==> src/hdl/buffered_uart_fifo_pair_core_assert.svh <==
// assertion macros for the buffered uart fifo pair core
`ifndef BUFFERED_UART_FIFO_PAIR_CORE_ASSERT_SVH
`define BUFFERED_UART_FIFO_PAIR_CORE_ASSERT_SVH

// same-cycle implication, sampled on aclk, off during reset
`define BUFU_ASSERT_NOW(label, ante, cons, msg) \
    label: assert property (@(posedge aclk) disable iff (!aresetn) \
        (ante) |-> (cons)) else $error(msg);

// next-cycle implication, sampled on aclk, off during reset
`define BUFU_ASSERT_NEXT(label, ante, cons, msg) \
    label: assert property (@(posedge aclk) disable iff (!aresetn) \
        (ante) |=> (cons)) else $error(msg);

`endif

==> src/hdl/bufu_pkg.sv <==
// shared codes and types for the buffered uart fifo pair core
package bufu_pkg;

    localparam int ACT_W  = 3;
    localparam int STAT_W = 2;
    localparam int BYTE_W = 8;

    localparam logic [ACT_W-1:0] ACT_PUT   = 3'd0;
    localparam logic [ACT_W-1:0] ACT_GET   = 3'd1;
    localparam logic [ACT_W-1:0] ACT_RECV  = 3'd2;
    localparam logic [ACT_W-1:0] ACT_THRE  = 3'd3;
    localparam logic [ACT_W-1:0] ACT_FLUSH = 3'd4;

    localparam logic [STAT_W-1:0] STAT_OK       = 2'd0;
    localparam logic [STAT_W-1:0] STAT_TX_FULL  = 2'd1;
    localparam logic [STAT_W-1:0] STAT_RX_EMPTY = 2'd2;
    localparam logic [STAT_W-1:0] STAT_RX_DROP  = 2'd3;

    typedef struct packed {
        logic [STAT_W-1:0] status;
        logic              rd_valid;
        logic              tx_valid;
        logic              tx_from_mem;
        logic [BYTE_W-1:0] tx_byte;
    } pend_t;

endpackage

==> src/hdl/bufu_ram.sv <==
// generic single write port, single read port ram with registered read
module bufu_ram #(
    parameter int WIDTH = 8,
    parameter int DEPTH = 64
) (
    input  logic                     aclk,
    input  logic                     we,
    input  logic [$clog2(DEPTH)-1:0] waddr,
    input  logic [WIDTH-1:0]         wdata,
    input  logic                     re,
    input  logic [$clog2(DEPTH)-1:0] raddr,
    output logic [WIDTH-1:0]         rdata
);

    logic [WIDTH-1:0] mem_reg [DEPTH];
    logic [WIDTH-1:0] rdata_reg;

    always_ff @(posedge aclk) begin
        if (we) begin
            mem_reg[waddr] <= wdata;
        end
        if (re) begin
            rdata_reg <= mem_reg[raddr];
        end
    end

    assign rdata = rdata_reg;

endmodule

==> src/hdl/buffered_uart_fifo_pair_core.sv <==
// buffered uart fifo pair: transmit and receive ring queues in front of a uart
//
// input channel s_*: one item per host access or uart event. s_tuser holds the
// action (put, get, receive event, transmit-empty event, flush); s_tdata holds
// the byte and the two uart flags sampled with it.
// result channel m_*: exactly one result item per input item, carrying the
// action's outcome plus queue levels, data-present, room and irq-enable flags.
// each queue lives in its own ram with a registered read. an item is taken
// in the idle cycle, where fill counts and pointers are updated and the ram
// is written or read; the result state then builds the result from the ram
// read data into the output register once that register is free. a new item
// is taken only after the previous result has entered the output register.
// s_tready is high only in the idle cycle. if m_tready stays low the finished
// result holds in the output register and the core waits with its next result
// until the register frees; no item is lost or repeated.
// reset (aresetn low at a clock edge) empties both queues and clears the irq
// enable; no clearing pass runs, the ram contents are left as they are.
module buffered_uart_fifo_pair_core #(
    parameter int TX_DEPTH = 64,
    parameter int RX_DEPTH = 128
) (
    input  logic                                                aclk,
    input  logic                                                aresetn,
    input  logic                                                s_tvalid,
    output logic                                                s_tready,
    // data_byte[7:0], holding_empty[8], rx_data_ready[9]
    input  logic [15:0]                                         s_tdata,
    // action[2:0]
    input  logic [bufu_pkg::ACT_W-1:0]                          s_tuser,
    output logic                                                m_tvalid,
    input  logic                                                m_tready,
    // status, read_byte, read_valid, tx_byte, tx_valid, tx_irq_enable,
    // rx_nonempty, tx_has_room, rx_level, tx_level, then zero fill
    output logic [((23 + $clog2(RX_DEPTH + 1) + $clog2(TX_DEPTH + 1) + 7) / 8) * 8 - 1:0]
                                                                m_tdata
);

    localparam int TXA      = $clog2(TX_DEPTH);
    localparam int RXA      = $clog2(RX_DEPTH);
    localparam int TXL      = $clog2(TX_DEPTH + 1);
    localparam int RXL      = $clog2(RX_DEPTH + 1);
    localparam int OUT_BITS = 23 + RXL + TXL;
    localparam int OUT_W    = ((OUT_BITS + 7) / 8) * 8;

    localparam logic S_IDLE   = 1'b0;
    localparam logic S_RESULT = 1'b1;

    logic                        state_reg, state_next;
    logic [TXA-1:0]              tx_rd_ptr_reg, tx_rd_ptr_next;
    logic [TXA-1:0]              tx_wr_ptr_reg, tx_wr_ptr_next;
    logic [TXL-1:0]              tx_fill_reg, tx_fill_next;
    logic [RXA-1:0]              rx_rd_ptr_reg, rx_rd_ptr_next;
    logic [RXA-1:0]              rx_wr_ptr_reg, rx_wr_ptr_next;
    logic [RXL-1:0]              rx_fill_reg, rx_fill_next;
    logic                        irq_reg, irq_next;
    bufu_pkg::pend_t             pend_reg, pend_next;
    logic                        out_valid_reg, out_valid_next;
    logic [OUT_W-1:0]            out_data_reg, out_data_next;

    logic                        s_accept;
    logic [bufu_pkg::ACT_W-1:0]  action;
    logic [bufu_pkg::BYTE_W-1:0] data_byte;
    logic                        holding_empty;
    logic                        rx_data_ready;
    logic                        tx_full;
    logic                        rx_full;
    logic                        tx_we, tx_re, rx_we, rx_re;
    logic [bufu_pkg::BYTE_W-1:0] tx_rdata, rx_rdata;
    logic [bufu_pkg::BYTE_W-1:0] read_byte;
    logic [bufu_pkg::BYTE_W-1:0] tx_byte;
    logic [OUT_BITS-1:0]         result_bits;

    assign action        = s_tuser;
    assign data_byte     = s_tdata[7:0];
    assign holding_empty = s_tdata[8];
    assign rx_data_ready = s_tdata[9];

    assign s_tready = (state_reg == S_IDLE);
    assign s_accept = s_tvalid && s_tready;
    assign tx_full  = (tx_fill_reg == TXL'(TX_DEPTH));
    assign rx_full  = (rx_fill_reg == RXL'(RX_DEPTH));

    bufu_ram #(
        .WIDTH(bufu_pkg::BYTE_W),
        .DEPTH(TX_DEPTH)
    ) u_tx_ram (
        .aclk (aclk),
        .we   (tx_we),
        .waddr(tx_wr_ptr_reg),
        .wdata(data_byte),
        .re   (tx_re),
        .raddr(tx_rd_ptr_reg),
        .rdata(tx_rdata)
    );

    bufu_ram #(
        .WIDTH(bufu_pkg::BYTE_W),
        .DEPTH(RX_DEPTH)
    ) u_rx_ram (
        .aclk (aclk),
        .we   (rx_we),
        .waddr(rx_wr_ptr_reg),
        .wdata(data_byte),
        .re   (rx_re),
        .raddr(rx_rd_ptr_reg),
        .rdata(rx_rdata)
    );

    assign read_byte = pend_reg.rd_valid ? rx_rdata : '0;
    assign tx_byte   = pend_reg.tx_from_mem ? tx_rdata : pend_reg.tx_byte;

    assign result_bits = {tx_fill_reg, rx_fill_reg, !tx_full, (rx_fill_reg != '0), irq_reg,
                          pend_reg.tx_valid, tx_byte, pend_reg.rd_valid, read_byte,
                          pend_reg.status};

    always_comb begin
        state_next     = state_reg;
        tx_rd_ptr_next = tx_rd_ptr_reg;
        tx_wr_ptr_next = tx_wr_ptr_reg;
        tx_fill_next   = tx_fill_reg;
        rx_rd_ptr_next = rx_rd_ptr_reg;
        rx_wr_ptr_next = rx_wr_ptr_reg;
        rx_fill_next   = rx_fill_reg;
        irq_next       = irq_reg;
        pend_next      = pend_reg;
        out_valid_next = out_valid_reg;
        out_data_next  = out_data_reg;
        tx_we          = 1'b0;
        tx_re          = 1'b0;
        rx_we          = 1'b0;
        rx_re          = 1'b0;

        if (out_valid_reg && m_tready) begin
            out_valid_next = 1'b0;
        end

        case (state_reg)
            S_IDLE: begin
                if (s_accept) begin
                    state_next = S_RESULT;
                    pend_next  = '0;
                    case (action)
                        bufu_pkg::ACT_PUT: begin
                            if (tx_full) begin
                                pend_next.status = bufu_pkg::STAT_TX_FULL;
                            end else if (tx_fill_reg == '0 && holding_empty) begin
                                pend_next.tx_valid = 1'b1;
                                pend_next.tx_byte  = data_byte;
                            end else begin
                                tx_we          = 1'b1;
                                tx_wr_ptr_next = (tx_wr_ptr_reg == TXA'(TX_DEPTH - 1)) ?
                                                 '0 : tx_wr_ptr_reg + TXA'(1);
                                tx_fill_next   = tx_fill_reg + TXL'(1);
                                irq_next       = 1'b1;
                            end
                        end
                        bufu_pkg::ACT_GET: begin
                            if (rx_fill_reg == '0) begin
                                pend_next.status = bufu_pkg::STAT_RX_EMPTY;
                            end else begin
                                rx_re              = 1'b1;
                                pend_next.rd_valid = 1'b1;
                                rx_rd_ptr_next     = (rx_rd_ptr_reg == RXA'(RX_DEPTH - 1)) ?
                                                     '0 : rx_rd_ptr_reg + RXA'(1);
                                rx_fill_next       = rx_fill_reg - RXL'(1);
                            end
                        end
                        bufu_pkg::ACT_RECV: begin
                            if (rx_data_ready) begin
                                if (rx_full) begin
                                    pend_next.status = bufu_pkg::STAT_RX_DROP;
                                end else begin
                                    rx_we          = 1'b1;
                                    rx_wr_ptr_next = (rx_wr_ptr_reg == RXA'(RX_DEPTH - 1)) ?
                                                     '0 : rx_wr_ptr_reg + RXA'(1);
                                    rx_fill_next   = rx_fill_reg + RXL'(1);
                                end
                            end
                        end
                        bufu_pkg::ACT_THRE: begin
                            if (tx_fill_reg != '0) begin
                                tx_re                 = 1'b1;
                                pend_next.tx_valid    = 1'b1;
                                pend_next.tx_from_mem = 1'b1;
                                tx_rd_ptr_next        = (tx_rd_ptr_reg == TXA'(TX_DEPTH - 1)) ?
                                                        '0 : tx_rd_ptr_reg + TXA'(1);
                                tx_fill_next          = tx_fill_reg - TXL'(1);
                            end else begin
                                irq_next = 1'b0;
                            end
                        end
                        bufu_pkg::ACT_FLUSH: begin
                            tx_rd_ptr_next = '0;
                            tx_wr_ptr_next = '0;
                            tx_fill_next   = '0;
                            rx_rd_ptr_next = '0;
                            rx_wr_ptr_next = '0;
                            rx_fill_next   = '0;
                            irq_next       = 1'b0;
                        end
                        default: begin
                            pend_next.status = bufu_pkg::STAT_OK;
                        end
                    endcase
                end
            end
            S_RESULT: begin
                if (!out_valid_reg || m_tready) begin
                    out_valid_next = 1'b1;
                    out_data_next  = OUT_W'(result_bits);
                    state_next     = S_IDLE;
                end
            end
            default: begin
                state_next = S_IDLE;
            end
        endcase
    end

    always_ff @(posedge aclk) begin
        if (!aresetn) begin
            state_reg     <= S_IDLE;
            tx_rd_ptr_reg <= '0;
            tx_wr_ptr_reg <= '0;
            tx_fill_reg   <= '0;
            rx_rd_ptr_reg <= '0;
            rx_wr_ptr_reg <= '0;
            rx_fill_reg   <= '0;
            irq_reg       <= 1'b0;
            out_valid_reg <= 1'b0;
        end else begin
            state_reg     <= state_next;
            tx_rd_ptr_reg <= tx_rd_ptr_next;
            tx_wr_ptr_reg <= tx_wr_ptr_next;
            tx_fill_reg   <= tx_fill_next;
            rx_rd_ptr_reg <= rx_rd_ptr_next;
            rx_wr_ptr_reg <= rx_wr_ptr_next;
            rx_fill_reg   <= rx_fill_next;
            irq_reg       <= irq_next;
            out_valid_reg <= out_valid_next;
        end
    end

    always_ff @(posedge aclk) begin
        pend_reg     <= pend_next;
        out_data_reg <= out_data_next;
    end

    assign m_tvalid = out_valid_reg;
    assign m_tdata  = out_data_reg;

`include "buffered_uart_fifo_pair_core_assert.svh"

    `BUFU_ASSERT_NOW(a_tx_fill_bound, 1'b1, tx_fill_reg <= TXL'(TX_DEPTH), "tx fill above depth")
    `BUFU_ASSERT_NOW(a_rx_fill_bound, 1'b1, rx_fill_reg <= RXL'(RX_DEPTH), "rx fill above depth")
    `BUFU_ASSERT_NOW(a_irq_on_queued, tx_fill_reg != '0, irq_reg, "tx bytes queued with irq off")
    `BUFU_ASSERT_NOW(a_one_ram_read, 1'b1, !(tx_re && rx_re), "both queue rams read at once")
    `BUFU_ASSERT_NEXT(a_result_follows, s_accept, state_reg == S_RESULT, "accept without result")

endmodule
==> config.mk <==
export PLATFORM = sky130hd
export DESIGN_NAME = buffered_uart_fifo_pair_core
export DESIGN_NICKNAME = d
export VERILOG_FILES = /design/src/hdl/bufu_pkg.sv /design/src/hdl/bufu_ram.sv /design/src/hdl/buffered_uart_fifo_pair_core.sv
export VERILOG_INCLUDE_DIRS = /design/src /design/src/hdl
export SDC_FILE = /design/constraint.sdc
export NUM_CORES = 2
export LEC_CHECK = 0
export ABC_AREA = 1
export BUFFER_PORTS_ARGS = -buffer_cell sky130_fd_sc_hd__buf_2
export CORE_MARGIN = 2
export CORE_UTILIZATION = 63
export CTS_CLUSTER_SIZE = 25
export DETAILED_ROUTE_END_ITERATION = 8
export HOLD_SLACK_MARGIN = 0.15
export PLACE_DENSITY_LB_ADDON = 0.08
export SLEW_MARGIN = 10
export SYNTH_ARGS = -nofsm -noshare
export SYNTH_HDL_FRONTEND = slang
export SYNTH_SLANG_ARGS = --single-unit
==> constraint.sdc <==
create_clock -name aclk -period 3.1 [get_ports aclk]
set_input_delay 0.31 -clock aclk [delete_from_list [all_inputs] [get_ports aclk]]
set_output_delay 0.31 -clock aclk [all_outputs]
set_load 0.01 [all_outputs]
==> reports/metrics.csv <==
stage,metric,value,unit
run_status,outcome,completed,
synthesis,leading area contributor after synthesis,edfxtp_1,
synthesis,commonest cells in the netlist,"1603 x edfxtp_1, 1507 x nand2_1, 1077 x nand3_1",
placement,Port Buffers,56,
drt,"antenna viol nets, final",0,
cts,CTS Root Cell,clkbuf_16,
drt,drt wl/cell,22.4,um
cts,Clock Tree Buf Depth,3,
grt,vias in the first global route,42920,
cts,CTS tree,built,
synthesis,Syn Area/Cell,11.8,um2
setup_path,r2r startpoint,tx_fill_reg[0],
cts,H-tree Lvls,4,
finish,multi-input logic area,16400,um2
pwr,worst vdd ir,0.000690,V
die,Ports,65,
finish,FF+latch area,49000,um2
drt,Post-route DRC,0,
die,core outline area,107000,um2
finish,max FFs per register,1024,
die,# rows,120,
sta,relative max-transition margin,24.8,%
cts,Clock Sink Count,1647,
setup_path,worst-path maximum fanout,8,
setup_path,Worst Path Arrival,3030,ps
sta,Final Slew Violations,0,
synthesis,#FFs+latches synth,1647,
hold_path,Worst Hold End,u_tx_ram.mem_reg[52][3],
placement,"Cell Area, Placed",70800,um2
hold_path,worst hold path cell count,1,
cts,post-CTS resize count,0,
placement,RD Place Congestion,0.928,
placement,HPWL after DPL,96.7,mm
finish,layout cells sized above 1,10.8,%
synthesis,Syn Std Cell Area,67400,um2
drt,initial detailed-routing violation count,5336,
grt,grt total ovfl,0,
setup_path,worst r2r path cells,9,
setup_path,most frequent CP cell,nor2_1,
setup_path,Setup crit end kind,flop,
sta,Sum Neg Setup Slack,0,ps
synthesis,Post-Synthesis Cells,5725,
grt,first-pass GRT wire length,252,mm
setup_path,Worst R2R Setup Slack,460,ps
grt,GRT Total Usage,30.2,%
setup_path,data required time of the worst path,3490,ps
synthesis,Main synth FF type,edfxtp_1,
die,total die area,110000,um2
drt,first drt pass iteration count,6,
sta,Final Hold Viols,0,
synthesis,"count leader, synth",edfxtp_1,
grt,antenna violations before repair,2,
finish,Layout fillers,7398,
finish,Antenna diodes,0,
finish,synth-to-layout area growth,12.5,%
synthesis,asr flop ratio synth,0,%
synthesis,synth warn,0,
cts,Worst-path clk slew,60,ps
die,Die Span Y,331,um
synthesis,Unique masters post-synth,48,
job,MaxCap Viol Count,0,
hold_path,Hold WC Path Type,input pin to flop,
setup_path,Setup crit start kind,flop,
sta,Max Freq,378,MHz
finish,NumNets Final,5957,
pwr,Leak,27.0,nW
hold_path,min-delay src,s_tdata[3],
cts,clk_lat worst skew,770,ps
sta,crit share post-route,85.3,%
setup_path,"critical path, cell by cell",nor2_1 > nand2_1 > nor2_1 > a21oi_1 > nand3_1 > nor2_1 > nand3_1 > buf_4 > nor2_1,
finish,Layout Utilization,71.2,%
setup_path,CP max-delay cell,nor2_1,
setup_path,Setup CP Type,flop to flop,
drt,final WL,167,mm
synthesis,main area contributors after synthesis,"edfxtp_1 71%, nand2_1 8.4%, nand3_1 8.0%, nor2_1 2.9%, o21ai_0 1.5%",
sta,minimum clock period,2640,ps
sta,Slew @ Worst Pin,1130,ps
die,initial core utilization,63.3,%
cts,CTS buffer count,161,
setup_path,Reg-to-Reg End,u_tx_ram.mem_reg[33][4],
drt,Via density,6.00,
die,width of the die,331,um
cts,setup bufs post-CTS,0,
sta,RSZ-0062 raised after global routing,false,
setup_path,Crit path largest cell delay,500,ps
drt,vias,44698,
finish,final instance area,75900,um2
synthesis,top-area cell type share of the netlist area,71.4,%
synthesis,register area share after synthesis,72.7,%
synthesis,Post-synth EDFFs,1603,
grt,largest net degree at the start of global routing,139,
sta,Worst Clk Skew,19.1,ps
sta,# setup viols final,0,
pwr,power density cells,602,nW/um2
-- layer usage --
layer  part of all wire, %  global-route usage (%)  up-vias
li1                      -                       -    20668
met1                    39                    40.6    21786
met2                    49                    50.0     1892
met3                   7.2                    4.12      352
met4                   4.2                    13.1        0
met5                     0                       0        -
-- placed cells by master (no fill, tap or decap), types with 12 or more instances in the layout --
| cell type | netlist | routed |
|---|---|---|
| buf_2 | 144 | 48 |
| edfxtp_1 | 1603 | 1603 |
| o21ai_0 | 200 | 200 |
| ha_1 | 15 | 15 |
| clkbuf_16 | 0 | 169 |
| o211ai_1 | 72 | 72 |
| dlygate4sd3_1 | 0 | 14 |
| nand3_1 | 1077 | 1077 |
| inv_1 | 75 | 74 |
| xor2_1 | 12 | 12 |
| clkbuf_1 | 134 | 39 |
| a21oi_1 | 96 | 95 |
| clkbuf_8 | 0 | 18 |
| buf_4 | 54 | 268 |
| nand2_2 | 19 | 19 |
| nand2_1 | 1507 | 1507 |
| o31ai_1 | 24 | 24 |
| nor2_1 | 521 | 521 |
| buf_12 | 0 | 42 |
| clkinv_2 | 0 | 22 |
| dfxtp_1 | 44 | 38 |
| clkinv_1 | 8 | 43 |
-- layout make-up --
cell class              instances  share of cell area, %
flip-flops and latches       1647                   64.6
multi-input cells            3632                   21.6
clock buffers                 218                   5.95
repair buffers                380                   4.41
well taps                    1403                   2.31
clock inverters                73                  0.623
inverters                      95                  0.511
-- repair_timing --
item	in CTS	in global routing
hold buffers	14	0
endpoints found under the hold margin	164	0
setup endpoints to repair	0	0
-- critical path: cells and delay by family, from the launching register on --
family          cells  cell delay (ps)
flops               1              470
simple gates        7             1360
compound gates      1              190
buf+inv             1              240
-- logic make-up after synthesis --
group           synth area share, %
compound gates                 3.59
buf+inv                        3.09
fa+ha+maj                     0.338
flops                          72.7
mux                           0.134
simple gates                   20.0
other cells                 0.00556
xor+xnor                      0.195
-- how the worst max path moves through the flow --
stage               slack, ps              from  cells past startpoint                      end
floorplan                 360         state_reg                      2               m_tdata[0]
global placement          520  rx_rd_ptr_reg[0]                     12        u_rx_ram.rdata[1]
detailed placement        470    tx_fill_reg[0]                      9  u_tx_ram.mem_reg[17][2]
CTS                       440    tx_fill_reg[0]                      9  u_tx_ram.mem_reg[33][4]
global route              190    tx_fill_reg[0]                      9  u_tx_ram.mem_reg[33][2]
finish                    460    tx_fill_reg[0]                      9  u_tx_ram.mem_reg[33][4]
-- stage by stage --
stage	setup slack (ps)	cells	total power, mW	hold WS (ps)
after floorplan	355	5726	26.4	400
after global placement	522	7143	27.5	408
after detailed placement	465	7143	27.5	410
after CTS	440	7448	45.8	155
after global routing	185	7448	46.9	190
final	455	7448	45.7	171
-- report_power, final --
part / internal [mW] / leakage (nW) / switching, mW
Combinational: 0.673 / 9.75 / 1.84
Clock: 10.6 / 2.44 / 8.00
Sequential: 24.5 / 14.8 / 0.0861
Power figures use the tool's default switching activity.
